## src/design/lotc_pkg.sv

```systemverilog
// Package for the long option token checker.
// Holds the channel payload types, the phase and failure codes, the status codes
// and the character class functions. It depends on nothing.
`default_nettype none

package lotc_pkg;

  localparam int unsigned MAX_ARG_LEN_DEFAULT = 255;

  localparam logic [7:0] CH_DASH   = 8'h2D;
  localparam logic [7:0] CH_UNDER  = 8'h5F;
  localparam logic [7:0] CH_EQUALS = 8'h3D;

  typedef enum logic [2:0] {
    ST_NAME_ONLY  = 3'd0,
    ST_NAME_VALUE = 3'd1,
    ST_BAD_PREFIX = 3'd2,
    ST_BAD_NAME   = 3'd3,
    ST_BAD_VALUE  = 3'd4,
    ST_BAD_FORMAT = 3'd5,
    ST_TOO_LONG   = 3'd6
  } status_t;

  typedef enum logic [5:0] {
    PH_START  = 6'b000001,
    PH_DASH   = 6'b000010,
    PH_OPTION = 6'b000100,
    PH_NAME   = 6'b001000,
    PH_VALUE  = 6'b010000,
    PH_FAILED = 6'b100000
  } phase_t;

  typedef enum logic [1:0] {
    FK_NONE   = 2'd0,
    FK_PREFIX = 2'd1,
    FK_NAME   = 2'd2,
    FK_VALUE  = 2'd3
  } fail_kind_t;

  typedef struct packed {
    logic [7:0] char_code;
    logic       char_valid;
    logic       is_last;
  } tok_t;

  typedef struct packed {
    logic [2:0] status;
    logic [7:0] name_length;
    logic [7:0] value_length;
  } res_t;

  typedef struct packed {
    phase_t     phase;
    fail_kind_t failure_kind;
    logic [7:0] name_count;
    logic [7:0] value_count;
    logic       overflowed;
  } scan_state_t;

  localparam scan_state_t SCAN_RESET = '{
    phase:        PH_START,
    failure_kind: FK_NONE,
    name_count:   8'd0,
    value_count:  8'd0,
    overflowed:   1'b0
  };

  function automatic logic is_letter(input logic [7:0] c);
    is_letter = ((c >= 8'h41) && (c <= 8'h5A)) || ((c >= 8'h61) && (c <= 8'h7A));
  endfunction

  function automatic logic is_digit(input logic [7:0] c);
    is_digit = (c >= 8'h30) && (c <= 8'h39);
  endfunction

  function automatic logic is_printable(input logic [7:0] c);
    is_printable = (c >= 8'h20) && (c <= 8'h7E);
  endfunction

endpackage

`default_nettype wire

```

## src/design/lotc_step.sv

```systemverilog
// Next-state and result logic of the token checker for one character.
// Purely combinational; uses lotc_pkg.
`default_nettype none

module lotc_step #(
  parameter int unsigned MAX_ARG_LEN = lotc_pkg::MAX_ARG_LEN_DEFAULT
) (
  input  wire lotc_pkg::scan_state_t cur,
  input  wire lotc_pkg::tok_t        item,
  output lotc_pkg::scan_state_t      nxt,
  output lotc_pkg::res_t             result
);
  import lotc_pkg::*;

  localparam logic [7:0] COUNT_CAP = 8'((MAX_ARG_LEN < 255) ? MAX_ARG_LEN : 255);

  logic [7:0] c;
  logic       name_full;
  logic       value_full;

  assign c          = item.char_code;
  assign name_full  = (cur.name_count >= COUNT_CAP);
  assign value_full = (cur.value_count >= COUNT_CAP);

  always_comb begin
    nxt = cur;
    if (item.char_valid) begin
      unique case (cur.phase)
        PH_START: begin
          if (c == CH_DASH) begin
            nxt.phase = PH_DASH;
          end else begin
            nxt.phase        = PH_FAILED;
            nxt.failure_kind = FK_PREFIX;
          end
        end
        PH_DASH: begin
          if (c == CH_DASH) begin
            nxt.phase = PH_OPTION;
          end else begin
            nxt.phase        = PH_FAILED;
            nxt.failure_kind = FK_PREFIX;
          end
        end
        PH_OPTION: begin
          if (is_letter(c)) begin
            if (name_full) begin
              nxt.overflowed = 1'b1;
              nxt.phase      = PH_FAILED;
            end else begin
              nxt.name_count = cur.name_count + 8'd1;
              nxt.phase      = PH_NAME;
            end
          end else begin
            nxt.phase        = PH_FAILED;
            nxt.failure_kind = FK_NAME;
          end
        end
        PH_NAME: begin
          if (c == CH_DASH || c == CH_UNDER || is_letter(c) || is_digit(c)) begin
            if (name_full) begin
              nxt.overflowed = 1'b1;
              nxt.phase      = PH_FAILED;
            end else begin
              nxt.name_count = cur.name_count + 8'd1;
            end
          end else if (c == CH_EQUALS) begin
            nxt.phase = PH_VALUE;
          end else begin
            nxt.phase        = PH_FAILED;
            nxt.failure_kind = FK_NAME;
          end
        end
        PH_VALUE: begin
          if (is_printable(c)) begin
            if (value_full) begin
              nxt.overflowed = 1'b1;
              nxt.phase      = PH_FAILED;
            end else begin
              nxt.value_count = cur.value_count + 8'd1;
            end
          end else begin
            nxt.phase        = PH_FAILED;
            nxt.failure_kind = FK_VALUE;
          end
        end
        default: begin
          nxt = cur;
        end
      endcase
    end
  end

  // Status of the token as it stands after this character.
  always_comb begin
    result.status       = ST_BAD_FORMAT;
    result.name_length  = 8'd0;
    result.value_length = 8'd0;
    if (nxt.overflowed) begin
      result.status = ST_TOO_LONG;
    end else if (nxt.phase == PH_NAME) begin
      result.status      = ST_NAME_ONLY;
      result.name_length = nxt.name_count;
    end else if (nxt.phase == PH_VALUE) begin
      result.status       = ST_NAME_VALUE;
      result.name_length  = nxt.name_count;
      result.value_length = nxt.value_count;
    end else if (nxt.phase == PH_FAILED) begin
      unique case (nxt.failure_kind)
        FK_PREFIX: result.status = ST_BAD_PREFIX;
        FK_NAME:   result.status = ST_BAD_NAME;
        FK_VALUE:  result.status = ST_BAD_VALUE;
        default:   result.status = ST_BAD_FORMAT;
      endcase
    end
  end

endmodule

`default_nettype wire

```

## config.mk

```make
export PLATFORM = sky130hd
export DESIGN_NAME = lotc_step
export DESIGN_NICKNAME = d
export VERILOG_FILES = /design/src/design/lotc_pkg.sv /design/src/design/lotc_step.sv
export SDC_FILE = /design/constraint.sdc
export NUM_CORES = 1
export LEC_CHECK = 0
export ABC_AREA = 1
export BUFFER_PORTS_ARGS = -buffer_cell sky130_fd_sc_hd__buf_2
export CORE_ASPECT_RATIO = 0.8
export CORE_MARGIN = 3
export CORE_UTILIZATION = 40
export DETAILED_ROUTE_END_ITERATION = 8
export PLACE_DENSITY = 0.73
export SLEW_MARGIN = 20
export SYNTH_ARGS = -nofsm -noshare
export SYNTH_HDL_FRONTEND = slang
export SYNTH_SLANG_ARGS = --single-unit
```

## constraint.sdc

```tcl
create_clock -name vclk -period 2.45
set_input_delay 0.245 -clock vclk [all_inputs]
set_output_delay 0.245 -clock vclk [all_outputs]
set_load 0.02 [all_outputs]
```

Yosys cells after proc, flatten, opt, wreduce, memory -nomap -nowiden
Index checks and enable logic that the tools add are counted.
{ "classes": {"muxes": 36, "magnitude_cmp": 10, "add_sub_neg": 2, "n_eq_ne": 14, "reduce_logical": 8} }
{ "ops": {"columns": ["operator", "n"], "rows": [
  ["$mux W6", 9],
  ["$mux W8", 6],
  ["$pmux W8 S5", 1],
  ["$mux W16", 2],
  ["$mux W25", 1],
  ["$le A8 B7 Y1 const B", 3],
  ["$add A8 B1 Y8 const B", 2],
  ["$eq A8 B6 Y1 const B", 2],
  ["$ge A8 B6 Y1 const B", 2],
  ["$ge A8 B7 Y1 const B", 2],
  ["$ge A8 B8 Y1 const B", 2],
  ["$pmux W8 S2", 1],
  ["$eq A6 B4 Y1 const B", 2],
  ["$eq A6 B5 Y1 const B", 2],
  ["$mux W11", 1],
  ["$mux W2", 5],
  ["$mux W3", 3],
  ["$mux W9", 1],
  ["$pmux W3 S3", 1],
  ["$eq A8 B7 Y1 const B", 1],
  ["$le A8 B6 Y1 const B", 1],
  ["$eq A6 B1 Y1 const B", 1],
  ["$eq A6 B2 Y1 const B", 1],
  ["$eq A6 B3 Y1 const B", 1],
  ["7 further kinds", 17]
]} }
{ "word_totals": {"regBits": 0, "input_bits": 35} }

Logic depth before layout (Yosys ltp)
Gate-level depths: netlist of run 1.
{ "depth": {"depth_word": 14, "ltp_mapped": 17, "depth_no_buf": 17} }

Least setup slack after synthesis of run 1
No wires, ideal clock.
{ "synth_path": {"path_kind": "input to output", "startpoint": "input item[4] (netlist name)", "endpoint": "output result[8] (netlist name)", "t_arrival_ns": 1.997, "slack_ns": 0.208, "cell_stages": 11, "path_cell_list": "o21ai_1 -> inv_1 -> nand2_1 -> nand3_1 -> nor2_1 -> a21oi_1 -> inv_1 -> nand3_1 -> o21ai_0 -> inv_1 -> nor2_2"} }
{ "synth_lines": {"columns": ["item", "line_no", "source"], "rows": [
  ["start: declaration", "lotc_step.sv:9", "input wire lotc_pkg::tok_t item,"],
  ["end: declaration", "lotc_step.sv:11", "output lotc_pkg::res_t result"]
]} }

==> flow_summary.yaml, run 1 <==
timing:
  finalSetupViolCount: 0
  slew_viol_final: 0
  min_period_ns: 2.376
  hold_violations: 0
  finalCritPeriodShare: 0.9697
  tightest_slew_ns: 0.3536
  fmax_mhz: 420.9
  max_slew_margin: 0.7623
  final.setup.worst_slack_ns: 0.07434
synth:
  synth.top_cell.area_share: 0.1850
  synth_xor_area_frac: 0.03547
  synth_area_leader_cell: "nand2_1"
  synth_cell_type_count: 28
  synth_top_family_by_area: "simple AND/OR/NAND/NOR gates"
  syn_nets: 347
  synth.yosys.seq_area_share: 0
  synth_area_mm2: 0.001481
  synth_area_leaders: "nand2_1 18%, inv_1 17%, nor2_1 14%"
  synth_compound_area_frac: 0.1267
  ys_warn_count: 0
  synth_fa_ha_area_frac: 0.03378
  syn_inst: 308
  synthMuxAreaShare: 0
  synth_simple_gate_area_frac: 0.6284
  syn_avg_cell_area_um2: 4.810
floorplan:
  die-area_mm2: 0.004474
  io_pins: 79
  fp.coreArea_mm2: 0.003495
  die_w_um: 74.04
  start_util: 0.4239
  num_rows: 19
  die_h_um: 60.43
worst_setup_path:
  crit_family: "simple AND/OR/NAND/NOR gates"
  slowest_delay_ns: 0.25
  crit_path_frequent_cell: "nor2_4"
  path_cells: "buf_2 > nor2_4 > nand3_4 > nand2_1 > nor2_1 > nand3_1 > nand2_1 > a21oi_2 > nand3_2 > nor2_4 > nand2_2 > nand2_4 > nand2_8 > nor2_4 > buf_6"
  critical_path_arrival_ns: 2.13
  worst-path-buf-inv: 2
  worst_setup_path_start_kind: "input pin"
  cp-end-kind: "output pin"
  critPathSlowestCell: "nor2_4"
  crit_required_ns: 2.20
  worstSetupPathType: "in -> out"
  crit_fanout: 8
layout:
  regArea_um2: 0
  stdcell_count: 454
  fin_util: 0.7175
  n_antenna_cell: 0
  drive_gt1_frac: 0.4417
  clockBufferCount: 0
  design.seq.count: 0
  syn_to_final_growth_pct: 69.26
  nets: 453
  final_cell_mix: "63 x inv_1, 62 x nand2_1, 60 x buf_2"
  mostFrequentLayoutCell: "inv_1"
place:
  gp_congestion: 0.9017
  dpl.hpwl_um: 3813
  numPortBuffers: 78
  dp_slack_ns: -0.02582
  dpl.cell_count: 440
route:
  dr.first_iter.drc_count: 110
  via_count: 2300
  ant_nets: 0
  wire_per_inst_um: 11.56
  first_pass_iters: 4
  wirelength_um: 5246
  drc_errors: 0
  routed_via_density: 5.066
power:
  pwr-share-seq: 0
  total_power_mw: 0.3214
  ir_drop_mv: 0.06509
  pwr-share-comb: 1.000
  power_switching_share: 0.6341
  clkPwrFrac: 0
  cellLeakagePower_nw: 1.390
  power_density_mw_per_mm2: 128.2
  power.switching_mw: 0.2038
  p_int_mw: 0.1176
flow_run:
  cap_viol_max_count: 0
global_routing:
  grt_usage: 0.2015
  antenna_found_initial: 0
  grt_max_degree: 11
  first_global_vias: 1768
  grt_use_met2: 0.3384
  grt_pass1_wl_um: 7458
  grtUsageMet1: 0.2913
  overflow: 0
  met3_usage: 0.009934
  grt_busiest_layer: "met2"
run_status:
  outcome: "complete, no violations"
hold_path:
  hold_class: "in -> out"
clocking:
  hold_buffers: 0
==> through the flow <==
stage               cell area, um2  hold WS (ns)   TNS, ns
global route                  2507        0.8496   -0.2590
detailed placement            2014        0.8256  -0.09198
global placement              2014        0.8235         0
floorplan                     1481        0.6289         0
CTS                           2192        0.8264         0
finish                        2507        0.8295         0
==> synth_stat cells, drive strengths merged <==
cell type,count
nor4,2
or4,1
a21oi,6
nor3,4
a21boi,1
or2,1
inv,68
o31ai,2
xnor2,1
o21ai,23
xor2,5
nand2,84
nand4,7
nand3,28
clkinv,1
ha,4
a22oi,1
nor2,68
o2111ai,1
==> per-layer routing <==
metal,routed length (um),share of wire
met2,2612,0.50
met1,2176,0.41
met3,404,0.077
met5,0,0
met4,53,0.010
==> power groups by stage <==
stage / clock network [mW] / logic [mW] / registers [mW]
6_report: 0 / 0.321 / 0
5_1_grt: 0 / 0.353 / 0
4_1_cts: 0 / 0.273 / 0
3_5_place_dp: 0 / 0.255 / 0
3_3_place_gp: 0 / 0.251 / 0
2_1_floorplan: 0 / 0.153 / 0
==> cell families (layout without fill, tap and decap cells) <==
family | after synthesis | after routing
xor gates and xnor gates | 6 | 6
buffers and inverters | 69 | 173
AOI/OAI and AO/OA | 34 | 34
adders and majority gates | 4 | 4
and+or+nand+nor | 195 | 195
==> cell type report <==
cell class,instances,area (um2)
Fill cell,300,987.2
Inverter,69,262.8
Multi-Input combinational cell,239,1513
Tap cell,42,52.55
Timing Repair Buffer,104,679.4
==> repair_timing <==
| item | 4_1_cts | 5_1_grt |
|---|---|---|
| pin swaps | 10 | 26 |
| buffers inserted | 5 | 9 |
| cloned | 0 | 0 |
| resized for setup | 37 | 71 |
| endpoints found under the setup margin | 15 | 23 |
==> path summary, 6_finish.rpt <==
path,startpoint,slack (ns),depth (start not counted),endpoint
max,cur[23],0.07,15,result[11]
min,cur[1],0.83,3,nxt[1]
Power figures use the tool's default switching activity.
==> run 2: changes to the inputs <==
--- a/config.mk
+++ b/config.mk
@@ -5,13 +5,12 @@
 export SDC_FILE = /design/constraint.sdc
 export NUM_CORES = 1
 export LEC_CHECK = 0
-export ABC_AREA = 1
 export BUFFER_PORTS_ARGS = -buffer_cell sky130_fd_sc_hd__buf_2
 export CORE_ASPECT_RATIO = 0.8
 export CORE_MARGIN = 3
 export CORE_UTILIZATION = 40
 export DETAILED_ROUTE_END_ITERATION = 8
-export PLACE_DENSITY = 0.73
+export PLACE_DENSITY = 0.76
 export SLEW_MARGIN = 20
 export SYNTH_ARGS = -nofsm -noshare
 export SYNTH_HDL_FRONTEND = slang
==> run 2 against run 1 <==
The run now fails in 5_1_grt. Area after synthesis fell by 15%. Synthesized cell count fell by 39%.
==> flow_summary.yaml, run 2 <==
run_status:
  outcome: "did not finish"
  failed_stage: "5_1_grt"
  error: "[ERROR GRT-0116] Global routing finished with congestion. Check the congestion regions in the DRC Viewer."
global_routing:
  grt_pass1_wl_um: 16330
  grt_usage: 0.5645
  grt_max_degree: 9
  first_global_vias: 2982
  overflow: 1
synth:
  synth.top_cell.area_share: 0.09443
  synth.yosys.seq_area_share: 0
  synth_cell_type_count: 58
  synth_area_mm2: 0.001259
  synth_common_cells: "19 x nor2b_1, 17 x nand2_1, 14 x nor2_1"
  synth_area_leader_cell: "nor2b_1"
  syn_inst: 188
  syn_nets: 227
  yosysMostFrequentCell: "nor2b_1"
  syn_avg_cell_area_um2: 6.695
  synth_area_leaders: "nor2b_1 9.4%, nand2_1 5.1%, nand4_1 4.5%"
  ys_warn_count: 0
clocking:
  hold_buffers: 0
floorplan:
  die_h_um: 56.18
  num_rows: 17
  start_util: 0.4383
  io_pins: 79
  die_w_um: 68.72
place:
  gp_congestion: 0.9210
  numPortBuffers: 78
  dpl.hpwl_um: 4608
-- run 2: cells by family after synthesis --
family,after synthesis,synth area share
adder cells (fa/ha/maj),4,0.03976
multiplexers,6,0.05467
AND/OR/NAND/NOR,104,0.4930
buffers and inverters,12,0.03976
XOR/XNOR,11,0.07654
AO/OA/AOI/OAI,51,0.2962
-- run 2: metal layers --
layer,global-route usage,GRT overflow
met1,0.5930,0
met2,0.7565,0
met3,0.3434,0
met4,0.5111,1
met5,0,0
-- run 2: metrics by stage --
step / area, um2 / setup slack, ns / TNS, ns / instances / utilization
after floorplan: 1478 / -0.1967 / -0.6956 / 188 / -
after detailed placement: 2467 / -0.6010 / -8.726 / 376 / 0.8593
after global placement: 2467 / -0.5165 / -7.570 / 376 / 0.8593
after CTS: 2790 / -0.4327 / -5.263 / 383 / 0.9717
-- run 2: timing repair --
action	CTS
resized for setup	66
setup buffers	8
setup endpoints to repair	25
pin swaps	26
==> run 3: changes to the inputs <==
--- a/config.mk
+++ b/config.mk
@@ -6,11 +6,10 @@
 export NUM_CORES = 1
 export LEC_CHECK = 0
 export BUFFER_PORTS_ARGS = -buffer_cell sky130_fd_sc_hd__buf_2
-export CORE_ASPECT_RATIO = 0.8
 export CORE_MARGIN = 3
-export CORE_UTILIZATION = 40
+export CORE_UTILIZATION = 25
 export DETAILED_ROUTE_END_ITERATION = 8
-export PLACE_DENSITY = 0.76
+export PLACE_DENSITY_LB_ADDON = 0.15
 export SLEW_MARGIN = 20
 export SYNTH_ARGS = -nofsm -noshare
 export SYNTH_HDL_FRONTEND = slang
==> run 3 against run 2 <==
The flow now finishes, with violations (setup timing). Area after synthesis is the same. Synthesized cell count did not move.
==> flow_summary.yaml, run 3 <==
layout:
  final_cell_mix: "90 x buf_4, 48 x buf_2, 28 x buf_6"
  fin_util: 0.6222
  syn_to_final_growth_pct: 136.6
  finalInstanceArea_mm2: 0.002978
  mostFrequentLayoutCell: "buf_4"
  regArea_um2: 0
  drive_gt1_frac: 0.6829
  design.seq.count: 0
  n_antenna_cell: 0
  clockBufferCount: 0
  stdcell_count: 417
  nets: 391
floorplan:
  io_pins: 79
  fp.coreArea_mm2: 0.004786
  die_w_um: 76.96
  start_util: 0.2630
  num_rows: 25
  die-area_mm2: 0.005922
  die_h_um: 76.96
power:
  cellLeakagePower_nw: 1.318
  power_density_mw_per_mm2: 134.4
  ir_drop_mv: 0.06538
  total_power_mw: 0.4001
hold_path:
  hold_class: "in -> out"
timing:
  min_period_ns: 2.781
  finalCritPeriodShare: 1.135
  final.setup.worst_slack_ns: -0.3309
  max_slew_margin: 0.7102
  setup_tns_ns: -5.080
  slew_viol_final: 0
  rsz0062_at_grt: "yes"
  tightest_slew_ns: 0.4327
  finalSetupViolCount: 21
  hold_slack_ns: 0.8163
  hold_violations: 0
  fmax_mhz: 359.6
route:
  dr.first_iter.drc_count: 61
  highest_layer: "met4"
  routed_via_density: 4.906
  first_pass_iters: 4
  wire_per_inst_um: 12.93
  drc_errors: 0
  route.met3.wl_um: 181
  via_count: 2046
  ant_nets: 0
  routed-wl-met2_um: 2829
  wl_met1_um: 2360
  wirelength_um: 5393
synth:
  synth_common_cells: "19 x nor2b_1, 17 x nand2_1, 14 x nor2_1"
  syn_avg_cell_area_um2: 6.695
  synth.top_cell.area_share: 0.09443
  synth_cell_type_count: 58
  synth_area_leader_cell: "nor2b_1"
  synth.yosys.seq_area_share: 0
  synth_area_leaders: "nor2b_1 9.4%, nand2_1 5.1%, nand4_1 4.5%"
  yosysMostFrequentCell: "nor2b_1"
  syn_nets: 227
  syn_inst: 188
  ys_warn_count: 0
  synth_area_mm2: 0.001259
worst_setup_path:
  critical_path_arrival_ns: 2.54
  worstSetupPathType: "in -> out"
  worst_setup_path_start_kind: "input pin"
  crit_required_ns: 2.20
  crit_fanout: 3
  cp-end-kind: "output pin"
place:
  dpl.hpwl_um: 4309
  dp_slack_ns: -0.4887
  dpl.cell_count: 406
  numPortBuffers: 78
  placed_area_mm2: 0.002499
  gp_congestion: 0.8133
global_routing:
  overflow: 0
  grt_pass1_wl_um: 8914
  antenna_found_initial: 0
  first_global_vias: 2035
  grt_max_degree: 10
  grt_usage: 0.1715
run_status:
  failed_checks: "setup timing"
  outcome: "complete, but fails checks"
flow_run:
  cap_viol_max_count: 0
clocking:
  hold_buffers: 0
[run 3: logic make-up after synthesis]
logic type | synth area share
muxes | 0.05467
adders and majority gates | 0.03976
xor gates and xnor gates | 0.07654
and+or+nand+nor | 0.4930
AOI/OAI and AO/OA | 0.2962
buffers and inverters | 0.03976
[run 3: routing by layer]
| layer | vias to the layer above | track usage |
|---|---|---|
| li1 | 1047 | - |
| met1 | 952 | 0.2072 |
| met2 | 45 | 0.3458 |
| met3 | 2 | 0.007042 |
| met4 | 0 | 0.005435 |
| met5 | - | 0 |
[run 3: path summary, 6_finish.rpt]
kind	startpoint	endpoint	slack, ns	cells past startpoint
max	item[6]	result[16]	-0.33	13
min	cur[6]	nxt[6]	0.82	3
[run 3: report_power, final]
part / total (mW) / internal [mW] / switching (mW)
sequential: 0 / 0 / 0
combinational: 0.400 / 0.205 / 0.195
clock: 0 / 0 / 0
total: 0.400 / 0.205 / 0.195
[run 3: worst max-delay path, stage by stage]
cell and delay (ns):
buf_8 0.10, or4b_4 0.54, a21o_1 0.19, and3_4 0.15
a21oi_4 0.13, o21ai_1 0.07, and2_1 0.15, o21a_2 0.21
ha_2 0.18, nor4_4 0.20, mux2_4 0.20, a21oi_4 0.05
buf_6 0.13
[run 3: repair_timing]
item / CTS / global route
pin swaps: 14 / 16
endpoints found under the setup margin: 23 / 33
gates resized for setup: 60 / 40
setup buffers: 10 / 4
[run 3: final cells by class]
| class | instances | area [um2] |
|---|---|---|
| Tap cell | 67 | 83.83 |
| Multi-Input combinational cell | 176 | 1622 |
| Inverter | 7 | 26.28 |
| Timing Repair Buffer | 167 | 1246 |
| Fill cell | 426 | 1808 |
==> run 4: changes to the inputs <==
--- a/config.mk
+++ b/config.mk
@@ -5,6 +5,7 @@
 export SDC_FILE = /design/constraint.sdc
 export NUM_CORES = 1
 export LEC_CHECK = 0
+export ABC_AREA = 1
 export BUFFER_PORTS_ARGS = -buffer_cell sky130_fd_sc_hd__buf_2
 export CORE_MARGIN = 3
 export CORE_UTILIZATION = 25
==> run 4 against run 3 <==
The run now ends clean. Combinational power down 17%. Global-route usage decreased by 4.3 points. Maximum frequency increased by 19%. Routed wire length decreased by 5.3%. First-iteration DRC count decreased by 1.6%. Via count increased by 6.9%. Die area increased by 16%. Hold slack improved by 0.020 ns. Critical path type unchanged.
==> flow_summary.yaml, run 4 (synthesis results as in run 1) <==
floorplan:
  start_util: 0.2642
  die_w_um: 82.98
  fp.coreArea_mm2: 0.005608
  die-area_mm2: 0.006886
  io_pins: 79
  die_h_um: 82.98
  num_rows: 27
timing:
  hold_violations: 0
  min_period_ns: 2.343
  rsz0062_at_grt: "yes"
  finalSetupViolCount: 0
  finalCritPeriodShare: 0.9564
  max_slew_margin: 0.7679
  slew_viol_final: 0
  fmax_mhz: 426.8
  hold_slack_ns: 0.8364
  setup_tns_ns: 0
  tightest_slew_ns: 0.3450
hold_path:
  worstHoldStart: "cur[1]"
  whs_path_depth: 3
  min_to: "nxt[1]"
  hold_class: "in -> out"
power:
  cellLeakagePower_nw: 1.425
  ir_drop_mv: 0.04827
  power_density_mw_per_mm2: 124.6
flow_run:
  cap_viol_max_count: 0
route:
  via_count: 2188
  routed_via_density: 4.429
  ant_nets: 0
  first_pass_iters: 4
  dr.first_iter.drc_count: 60
  drc_errors: 0
  wirelength_um: 5107
  wire_per_inst_um: 10.34
global_routing:
  antenna_found_initial: 0
  first_global_vias: 1908
  grt_usage: 0.1281
  overflow: 0
  grt_pass1_wl_um: 7976
  grt_max_degree: 9
layout:
  stdcell_count: 494
  design.seq.count: 0
  multi_input_comb_area_mm2: 0.001551
  finalInstanceArea_mm2: 0.002655
  n_antenna_cell: 0
  final_cell_mix: "61 x nand2_1, 59 x inv_1, 59 x buf_2"
  fillers: 633
  syn_to_final_growth_pct: 79.22
  mostFrequentLayoutCell: "nand2_1"
  drive_gt1_frac: 0.4834
  regArea_um2: 0
  nets: 463
  clockBufferCount: 0
worst_setup_path:
  crit_required_ns: 2.20
  cp-end-kind: "output pin"
  worstSetupPathType: "in -> out"
  critical_path_arrival_ns: 2.10
  crit_fanout: 8
  worst_setup_path_start_kind: "input pin"
place:
  placed_area_mm2: 0.002127
  numPortBuffers: 78
  dpl.cell_count: 480
  dpl.hpwl_um: 4245
  gp_congestion: 0.8554
run_status:
  outcome: "complete, no violations"
## run 4: cell types whose count changed in the layout (fill, tap and decap cells not counted), sizes merged, moves of 4 or more
| cell | delta |
|---|---|
| nor2 | +54 |
| mux2 | -4 |
| buf | -53 |
| inv | +60 |
| and4 | -4 |
| nand2 | +67 |
| and2 | -6 |
| nor4 | -5 |
| nor2b | -19 |
| nand3 | +22 |
| o21ai | +11 |
| o211ai | -7 |
| xnor2 | -4 |
## run 4: metrics by stage
step                  util  setup slack [ns]  total power [mW]
global placement    0.3793          0.006187            0.2648
global route        0.4734          -0.03734            0.3649
CTS                 0.3809          0.006546            0.2699
detailed placement  0.3793          -0.04237            0.2672
floorplan                -            0.2078            0.1533
finish              0.4734            0.1069            0.3309
## run 4: layer usage
metal	share of wire	global-route usage
met1	0.45	0.1677
met2	0.51	0.2413
met3	0.035	0.006944
met4	0	0.004458
met5	0	0
## run 4: area by class of cell
type,count,share of cell area
Timing Repair Buffer,114,0.2823
Inverter,69,0.09943
Tap cell,72,0.03393
Multi-Input combinational cell,239,0.5844
## run 4: how the worst max path moves through the flow
| stage | slack (ns) | from | cells past startpoint | endpoint |
|---|---|---|---|---|
| CTS | 0.007 | cur[9] | 15 | result[7] |
| global route | -0.04 | cur[23] | 15 | result[7] |
| finish | 0.11 | cur[23] | 13 | result[7] |
| global placement | 0.006 | cur[9] | 15 | result[3] |
| floorplan | 0.21 | item[4] | 11 | result[8] |
| detailed placement | -0.04 | cur[9] | 15 | result[7] |
## run 4: report_power, final
group,internal (mW),switching (mW)
sequential,0,0
clock,0,0
combinational,0.128,0.203
## run 4: critical path, cell delays in order
cell      delay (ns)
buf_2           0.13
nor2_4          0.25
nand3_4         0.17
nand2_4         0.11
nand2_4         0.05
buf_4           0.16
nand2_2         0.09
nand2_1         0.05
nand2_1         0.05
a21boi_4        0.23
nand4_4         0.24
nor2_2          0.17
buf_4           0.15
## run 4: what timing repair did
action,in CTS,in global routing
buffers inserted,0,14
hold buffers,0,0
setup endpoints to repair,9,24
pin swaps,0,40
gates cloned,0,0
resized for setup,2,120
